### src/block_bitmap_allocator_macros.svh
// Assertion macros for the bitmap block allocator.
// Used by block_bitmap_allocator.sv; empty bodies when SYNTHESIS is defined.
`ifndef BLOCK_BITMAP_ALLOCATOR_MACROS_SVH
`define BLOCK_BITMAP_ALLOCATOR_MACROS_SVH
`ifndef SYNTHESIS
`define BBA_ASSERT_IMP(lbl, ante, cons, msg) \
    lbl: assert property (@(posedge clk) disable iff (!rst_n) (ante) |-> (cons)) \
        else $error(msg);
`define BBA_ASSERT_NXT(lbl, ante, cons, msg) \
    lbl: assert property (@(posedge clk) disable iff (!rst_n) (ante) |=> (cons)) \
        else $error(msg);
`else
`define BBA_ASSERT_IMP(lbl, ante, cons, msg)
`define BBA_ASSERT_NXT(lbl, ante, cons, msg)
`endif
`endif

### src/bba_pkg.sv
// Shared types and constants of the bitmap block allocator.
// No dependencies.
package bba_pkg;

    localparam int MAX_BLOCKS_DEF    = 4096;
    localparam int MAP_WORD_BITS_DEF = 32;

    localparam int BLOCK_W  = 12;
    localparam int DISK_W   = 13;
    localparam int STATUS_W = 2;
    localparam int PADDR_W  = 3;
    localparam int PDATA_W  = 32;

    localparam logic [DISK_W-1:0] DISK_BLOCKS_RESET = 13'd4096;

    // register index, taken from paddr[2]
    localparam logic REG_DISK_BLOCKS = 1'b0;

    localparam logic OP_ALLOC = 1'b0;
    localparam logic OP_FREE  = 1'b1;

    typedef enum logic [STATUS_W-1:0] {
        ST_OK           = 2'd0,
        ST_NO_FREE      = 2'd1,
        ST_ALREADY_FREE = 2'd2,
        ST_OUT_OF_RANGE = 2'd3
    } status_t;

    typedef enum logic [2:0] {
        S_IDLE,
        S_ALLOC,
        S_FDIV,
        S_FMOD,
        S_FREE
    } state_t;

endpackage

### src/block_bitmap_allocator.sv
// Allocate: scans the map one word per cycle through the map RAM read port, from
// word 0 up to the last word in range, and takes the lowest free bit that it finds.
// Free: two-step word/bit split, one RAM read, then write back if the block was set.
// busy falls with the done beat, so the next command can start in that cycle.
// Reset clears disk_blocks to 4096 and the map at once through per-word valid
// flags; no clearing pass.
`include "block_bitmap_allocator_macros.svh"
// Top level: command port, APB register, map RAM and scan/free sequencer.
// Depends on bba_pkg and bba_ram.
module block_bitmap_allocator
    import bba_pkg::*;
#(
    parameter int MAX_BLOCKS    = MAX_BLOCKS_DEF,
    parameter int MAP_WORD_BITS = MAP_WORD_BITS_DEF
) (
    input  logic                clk,
    input  logic                rst_n,
    input  logic                start,
    output logic                busy,
    input  logic                op,
    input  logic [BLOCK_W-1:0]  block_number,
    output logic                done,
    output logic [BLOCK_W-1:0]  allocated_block,
    output logic [STATUS_W-1:0] status,
    input  logic                psel,
    input  logic                penable,
    input  logic                pwrite,
    input  logic [PADDR_W-1:0]  paddr,
    input  logic [PDATA_W-1:0]  pwdata,
    output logic [PDATA_W-1:0]  prdata,
    output logic                pready
);

    localparam int WB     = MAP_WORD_BITS;
    localparam int WORDS  = (MAX_BLOCKS + WB - 1) / WB;
    localparam int AW     = (WORDS > 1) ? $clog2(WORDS) : 1;
    localparam int BW     = $clog2(WB);
    localparam int BLK_W  = $clog2(MAX_BLOCKS);
    localparam int SIZE_W = $clog2(MAX_BLOCKS + 1);
    localparam int CMP_W  = (SIZE_W > DISK_W) ? SIZE_W : DISK_W;
    localparam int SH     = BLK_W + 7;
    localparam logic [SH-1:0]    RECIP   = SH'((64'd1 << SH) / WB);
    localparam logic [CMP_W-1:0] WB_C    = CMP_W'(WB);
    localparam logic [CMP_W-1:0] MAX_C   = CMP_W'(MAX_BLOCKS);
    localparam logic [BLK_W-1:0] WB_BLK  = BLK_W'(WB);
    localparam logic [BW:0]      WB_LIM  = (BW+1)'(WB);

    state_t state_reg, state_next;

    logic [DISK_W-1:0]   disk_blocks_reg;
    logic [BLOCK_W-1:0]  blk_reg, blk_next;
    logic [AW-1:0]       word_reg, word_next;
    logic [BW-1:0]       bit_reg, bit_next;
    logic [CMP_W-1:0]    base_reg, base_next;
    logic [BLK_W-1:0]    q_est_reg, q_est_next;
    logic [WORDS-1:0]    valid_reg;

    logic                done_reg, done_next;
    logic [BLOCK_W-1:0]  allocated_block_reg, allocated_block_next;
    status_t             status_reg, status_next;

    logic                mem_we, mem_re;
    logic [AW-1:0]       mem_waddr, mem_raddr;
    logic [WB-1:0]       mem_wdata, mem_rdata;

    logic                cfg_wr;
    logic                accept;
    logic [CMP_W-1:0]    size_eff;
    logic [CMP_W-1:0]    blk_ext;
    logic [BLK_W-1:0]    blk_idx;
    logic [WB-1:0]       cur_word;
    logic [CMP_W-1:0]    rem;
    logic [BW:0]         in_word;
    logic [WB-1:0]       bound_mask;
    logic [WB-1:0]       free_bits;
    logic                found;
    logic [BW-1:0]       pick;
    logic                last_word;
    logic [WB-1:0]       pick_hot, bit_hot;
    logic [BLK_W+SH-1:0] q_prod;
    logic [BLK_W-1:0]    q_base, q_diff, q_fix;
    logic [BW-1:0]       r_fix;
    logic [CMP_W-1:0]    got;

    bba_ram #(
        .WIDTH (WB),
        .DEPTH (WORDS)
    ) u_map (
        .clk   (clk),
        .we    (mem_we),
        .waddr (mem_waddr),
        .wdata (mem_wdata),
        .re    (mem_re),
        .raddr (mem_raddr),
        .rdata (mem_rdata)
    );

    // APB register
    assign pready = 1'b1;
    assign cfg_wr = psel && penable && pwrite && (paddr[2] == REG_DISK_BLOCKS);
    assign prdata = (paddr[2] == REG_DISK_BLOCKS) ? PDATA_W'(disk_blocks_reg) : '0;

    always_ff @(posedge clk or negedge rst_n)
    begin
        if (!rst_n)
        begin
            disk_blocks_reg <= DISK_BLOCKS_RESET;
        end
        else if (cfg_wr)
        begin
            disk_blocks_reg <= pwdata[DISK_W-1:0];
        end
    end

    assign accept   = start && (state_reg == S_IDLE);
    assign busy     = (state_reg != S_IDLE);
    assign size_eff = (CMP_W'(disk_blocks_reg) > MAX_C) ? MAX_C : CMP_W'(disk_blocks_reg);
    assign blk_ext  = CMP_W'(blk_reg);
    assign blk_idx  = blk_ext[BLK_W-1:0];

    // never-written words read as all free
    assign cur_word = valid_reg[word_reg] ? mem_rdata : '0;

    // scan of one word
    assign rem       = (size_eff > base_reg) ? (size_eff - base_reg) : '0;
    assign last_word = (rem <= WB_C);
    assign in_word   = last_word ? rem[BW:0] : WB_LIM;

    always_comb
    begin
        for (int j = 0; j < WB; j++)
        begin
            bound_mask[j] = ((BW+1)'(j) < in_word);
        end
    end

    assign free_bits = ~cur_word & bound_mask;
    assign found     = |free_bits;

    always_comb
    begin
        pick = '0;
        for (int j = WB - 1; j >= 0; j--)
        begin
            if (free_bits[j])
            begin
                pick = BW'(j);
            end
        end
    end

    assign pick_hot = WB'(1) << pick;
    assign bit_hot  = WB'(1) << bit_reg;
    assign got      = base_reg + CMP_W'(pick);

    // block to word/bit: reciprocal estimate, then one correction
    assign q_prod = (BLK_W+SH)'(blk_idx) * (BLK_W+SH)'(RECIP);
    assign q_base = BLK_W'(q_est_reg * WB_BLK);
    assign q_diff = blk_idx - q_base;
    assign q_fix  = (q_diff >= WB_BLK) ? (q_est_reg + BLK_W'(1)) : q_est_reg;
    assign r_fix  = (q_diff >= WB_BLK) ? BW'(q_diff - WB_BLK) : BW'(q_diff);

    // next state
    always_comb
    begin
        state_next = state_reg;
        unique case (state_reg)
            S_IDLE:
            begin
                if (start)
                begin
                    state_next = (op == OP_FREE) ? S_FDIV : S_ALLOC;
                end
            end
            S_ALLOC:
            begin
                if (found || last_word)
                begin
                    state_next = S_IDLE;
                end
            end
            S_FDIV:  state_next = S_FMOD;
            S_FMOD:  state_next = S_FREE;
            S_FREE:  state_next = S_IDLE;
            default: state_next = S_IDLE;
        endcase
    end

    // datapath and outputs
    always_comb
    begin
        blk_next             = blk_reg;
        word_next            = word_reg;
        bit_next             = bit_reg;
        base_next            = base_reg;
        q_est_next           = q_est_reg;
        done_next            = 1'b0;
        allocated_block_next = allocated_block_reg;
        status_next          = status_reg;
        mem_we               = 1'b0;
        mem_waddr            = word_reg;
        mem_wdata            = cur_word;
        mem_re               = 1'b0;
        mem_raddr            = '0;
        unique case (state_reg)
            S_IDLE:
            begin
                if (start)
                begin
                    blk_next  = block_number;
                    word_next = '0;
                    base_next = '0;
                    mem_re    = (op == OP_ALLOC);
                end
            end
            S_ALLOC:
            begin
                if (found)
                begin
                    mem_we               = 1'b1;
                    mem_wdata            = cur_word | pick_hot;
                    done_next            = 1'b1;
                    allocated_block_next = got[BLOCK_W-1:0];
                    status_next          = ST_OK;
                end
                else if (last_word)
                begin
                    done_next            = 1'b1;
                    allocated_block_next = '0;
                    status_next          = ST_NO_FREE;
                end
                else
                begin
                    word_next = word_reg + AW'(1);
                    base_next = base_reg + WB_C;
                    mem_re    = 1'b1;
                    mem_raddr = word_reg + AW'(1);
                end
            end
            S_FDIV:
            begin
                q_est_next = q_prod[BLK_W+SH-1:SH];
            end
            S_FMOD:
            begin
                word_next = q_fix[AW-1:0];
                bit_next  = r_fix;
                mem_re    = 1'b1;
                mem_raddr = q_fix[AW-1:0];
            end
            S_FREE:
            begin
                done_next            = 1'b1;
                allocated_block_next = '0;
                if (blk_ext >= size_eff)
                begin
                    status_next = ST_OUT_OF_RANGE;
                end
                else if (!cur_word[bit_reg])
                begin
                    status_next = ST_ALREADY_FREE;
                end
                else
                begin
                    mem_we      = 1'b1;
                    mem_wdata   = cur_word & ~bit_hot;
                    status_next = ST_OK;
                end
            end
            default:
            begin
                done_next = 1'b0;
            end
        endcase
    end

    always_ff @(posedge clk or negedge rst_n)
    begin
        if (!rst_n)
        begin
            state_reg <= S_IDLE;
            done_reg  <= 1'b0;
            valid_reg <= '0;
        end
        else
        begin
            state_reg <= state_next;
            done_reg  <= done_next;
            if (mem_we)
            begin
                valid_reg[mem_waddr] <= 1'b1;
            end
        end
    end

    always_ff @(posedge clk)
    begin
        blk_reg             <= blk_next;
        word_reg            <= word_next;
        bit_reg             <= bit_next;
        base_reg            <= base_next;
        q_est_reg           <= q_est_next;
        allocated_block_reg <= allocated_block_next;
        status_reg          <= status_next;
    end

    assign done            = done_reg;
    assign allocated_block = allocated_block_reg;
    assign status          = status_reg;

    `BBA_ASSERT_IMP(a_done_idle, done_reg, state_reg == S_IDLE, "result beat while busy")
    `BBA_ASSERT_NXT(a_accept_busy, accept, busy, "accepted command did not raise busy")
    `BBA_ASSERT_IMP(a_we_state, mem_we, (state_reg == S_ALLOC) || (state_reg == S_FREE), "map write outside update")
    `BBA_ASSERT_IMP(a_fail_zero, done_reg && (status_reg != ST_OK), allocated_block_reg == '0, "failed beat carries a block number")

endmodule

### src/bba_ram.sv
// Generic single-port-write, single-port-read RAM with registered read data.
// No dependencies.
module bba_ram #(
    parameter int WIDTH = 32,
    parameter int DEPTH = 128,
    localparam int AW   = (DEPTH > 1) ? $clog2(DEPTH) : 1
) (
    input  logic             clk,
    input  logic             we,
    input  logic [AW-1:0]    waddr,
    input  logic [WIDTH-1:0] wdata,
    input  logic             re,
    input  logic [AW-1:0]    raddr,
    output logic [WIDTH-1:0] rdata
);

    logic [WIDTH-1:0] mem [DEPTH];
    logic [WIDTH-1:0] rdata_reg;

    always_ff @(posedge clk)
    begin
        if (we)
        begin
            mem[waddr] <= wdata;
        end
        if (re)
        begin
            rdata_reg <= mem[raddr];
        end
    end

    assign rdata = rdata_reg;

endmodule
### config.mk
export PLATFORM = sky130hd
export DESIGN_NAME = block_bitmap_allocator
export DESIGN_NICKNAME = d
export VERILOG_FILES = /design/src/bba_pkg.sv /design/src/block_bitmap_allocator.sv /design/src/bba_ram.sv
export VERILOG_INCLUDE_DIRS = /design/src /design/src/src
export SDC_FILE = /design/constraint.sdc
export NUM_CORES = 2
export LEC_CHECK = 0
export BUFFER_PORTS_ARGS = -buffer_cell sky130_fd_sc_hd__buf_2
export CAP_MARGIN = 10
export CORE_MARGIN = 2
export CORE_UTILIZATION = 55
export DETAILED_ROUTE_END_ITERATION = 7
export PLACE_DENSITY = 0.71
export SYNTH_ARGS = -nofsm -noshare
export SYNTH_HDL_FRONTEND = slang
export SYNTH_SLANG_ARGS = --single-unit
### constraint.sdc
create_clock -name clk -period 34.8 [get_ports clk]
set_input_delay 5.22 -clock clk [delete_from_list [all_inputs] [get_ports clk]]
set_output_delay 5.22 -clock clk [all_outputs]
set_load 0.05 [all_outputs]
==> flow_summary.json <==
{
  "status": "finished, violations left",
  "violations": "design-rule violations, max-capacitance violations, max-slew violations",
  "path_cells": "buf_4 > nor2b_1 > a221oi_1 > a221o_1 > a21oi_1 > a2111oi_2 > nand2_2 > buf_4 > o221ai_1 > a211oi_2 > nand4_1 > o21ai_4 > buf_4 > buf_12 > buf_12 > nand2_2 > buf_4 > o22ai_1 > nor4_1 > nor4_2 > o22ai_1 > o22ai_1",
  "holdPathStages": 1,
  "port_buffers": 61,
  "cts_root_buf": "clkbuf_16",
  "yosysTopAreaCell": "edfxtp_1",
  "required_ns": 35.36,
  "r2r_start": "mem_waddr[1]",
  "cp.arrival_ns": 13.32,
  "track_usage_pct": 35.6,
  "synth_edf_count": 4181,
  "async_reset_ff_share_pct": 3.35,
  "grt_pass1_vias": 107000,
  "seq_area_frac_synth_pct": 74.7,
  "cts_sinks": 4326,
  "synth_most_common_cell": "edfxtp_1",
  "dp.final_hpwl_um": 335000,
  "hp-start": "valid_reg[53]",
  "worst_slew_pin_slew_ns": 1.52,
  "fp.dieH_um": 565,
  "setup_tns_ns": 0,
  "pwr_density_cell_nw_per_um2": 79.5,
  "min-delay-path-class": "flop to flop",
  "die_area_um2": 319000,
  "placed_area_um2": 180000,
  "finalHoldViolCount": 0,
  "largest_register_ffs": 4096,
  "crit_path_start_kind": "flop",
  "cts_tree": "yes",
  "cts_setup_buffers": 0,
  "hold_end": "valid_reg[53]",
  "fin_nets": 12600,
  "grt-ovfl-total": 0,
  "dr.pass1.iters": 8,
  "die_width_um": 565,
  "max_stage_delay_ns": 1.16,
  "final_max_slew_viol_count": 1,
  "coreArea_um2": 312000,
  "ant_nets": 0,
  "yosysUniqueCellTypes": 100,
  "worst-path-max-fanout": 141,
  "grt_first_pass_wirelength_um": 796000,
  "cts_buffers": 426,
  "worstReg2RegEnd": "u_map.rdata[30]",
  "met3_usage_pct": 10.8,
  "fin_crit_sh_pct": 36.7,
  "rsz0062_at_grt": "false",
  "slowest_stage": "o22ai_1",
  "drive_gt1_share_pct": 12.0,
  "wl_per_cell_um": 34.0,
  "antenna_found_initial": 43,
  "syn_area_per_cell_um2": 14.1,
  "cts_resized": 0,
  "critPathKind": "flop to flop",
  "cts_buffer_depth": 4,
  "synthCells": 12300,
  "period_minus_slack_ns": 12.76,
  "insertion_delay_ns": 1.02,
  "ir_worst_vdd_v": 0.000112,
  "ys_top_cells_by_count": "edfxtp_1 (4181), nand2_1 (2954), nand3_1 (1053)",
  "grt_use_met1_pct": 46.3,
  "ys_warn_count": 0,
  "dp_cells": 16200,
  "synth.top_cell.area_share_pct": 72.6,
  "first_iter_violations": 20100,
  "cpMostUsedCell": "buf_4",
  "setup_violations": 0,
  "p_leak_nw": 66.6,
  "final.setup_skew_ns": 0.104,
  "relSlewSlack_pct": -1.08,
  "grt_max_degree": 165,
  "worst-r2r-cell-count": 22,
  "drc": 1,
  "maxCapViolCount": 1,
  "r2r_setup_slack_ns": 22.04,
  "dominantRegCellSynth": "edfxtp_1",
  "routed_wirelength_um": 578000,
  "num_rows": 205,
  "ys_ff_latch": 4326,
  "cts_hold_buf": 0,
  "io_pins": 103,
  "fmax_mhz": 78.4,
  "netlist_area_um2": 173000,
  "instances_no_fill": 17000,
  "via_per_inst": 6.74,
  "areaGrowthSynthToFinish_pct": 12.1,
  "gr-usage-met2_pct": 51.9,
  "grt.busiest_layer": "met2",
  "place.gp.congestion": 1.01,
  "start_util_pct": 55.4,
  "clkTransAtPathRegs_ns": 0.07,
  "vias": 115000,
  "fin_area_um2": 194000,
  "htree_levels": 5,
  "cp-end-kind": "flop",
  "yosys-top-cells-area": "edfxtp_1 (73%), nand2_1 (6.4%), mux2i_1 (4.1%)"
}
per-layer routing:
layer	part of all wire (%)	wire length, um
met1	34	197000
met2	43	248000
met3	15	87600
met4	7.8	45300
met5	0.013	75
cells by family after synthesis:
| family | synth area share, % |
|---|---|
| AO/OA/AOI/OAI | 5.68 |
| XOR/XNOR | 0.0912 |
| adder cells (fa/ha/maj) | 0.229 |
| buffers and inverters | 2.23 |
| flip-flops | 74.7 |
| multiplexers | 4.52 |
| other | 0.00435 |
| AND/OR/NAND/NOR | 12.5 |
placed cells by master, fill, tap and decap left out, types with 144 or more instances in the layout:
cell type	count
edfxtp_1	4181
buf_4	421
o22ai_1	155
nand3_1	1053
nand2_1	2947
dfrtp_1	144
mux2i_1	703
a31oi_1	186
a32oi_1	156
clkbuf_16	428
a21oi_1	323
where the power goes:
group,internal [W],total (W),switching [W]
Sequential,0.00686,0.00697,0.000113
Combinational,0.000773,0.00393,0.00316
Clock,0.00250,0.00450,0.00200
Total,0.0101,0.0154,0.00527
worst max-delay path by stage:
| stage | start | endpoint | slack (ns) | cells after the start |
|---|---|---|---|---|
| 2_1_floorplan | disk_blocks_reg[12] | u_map.mem[0][3] | 21.54 | 22 |
| 3_3_place_gp | mem_waddr[1] | u_map.rdata[30] | 23.15 | 22 |
| 3_5_place_dp | mem_waddr[1] | u_map.rdata[30] | 23.03 | 22 |
| 4_1_cts | mem_waddr[1] | u_map.rdata[30] | 22.99 | 22 |
| 5_1_grt | mem_waddr[1] | u_map.rdata[30] | 22.40 | 23 |
| 6_report | mem_waddr[1] | u_map.rdata[30] | 22.04 | 22 |
metrics by stage:
step | hold WS (ns) | setup slack (ns) | total power, W | utilization, %
after floorplan | 0.426 | 21.54 | 0.00908 | -
after global placement | 0.444 | 23.15 | 0.0107 | 57.7
after detailed placement | 0.446 | 23.03 | 0.0108 | 57.7
after CTS | 0.461 | 22.99 | 0.0152 | 62.0
after global routing | 0.477 | 22.40 | 0.0157 | 62.0
final | 0.461 | 22.04 | 0.0154 | 62.1
worst max-delay path, delay by kind of cell (launching register included):
| kind | cells | cell delay, ns |
|---|---|---|
| compound gates | 10 | 3.76 |
| simple gates | 6 | 3.68 |
| buf+inv | 6 | 3.51 |
| flops | 1 | 0.99 |
area by class of cell:
type | instances | area [um2]
clock buffers | 546 | 11200
multi-input cells | 7177 | 41700
inverters | 47 | 176
repair buffers | 501 | 3820
well taps | 4140 | 5180
clock inverters | 236 | 2380
flip-flops and latches | 4326 | 129000
fillers | 22200 | 118000
diodes | 31 | 77.6
Power figures use the tool's default switching activity.
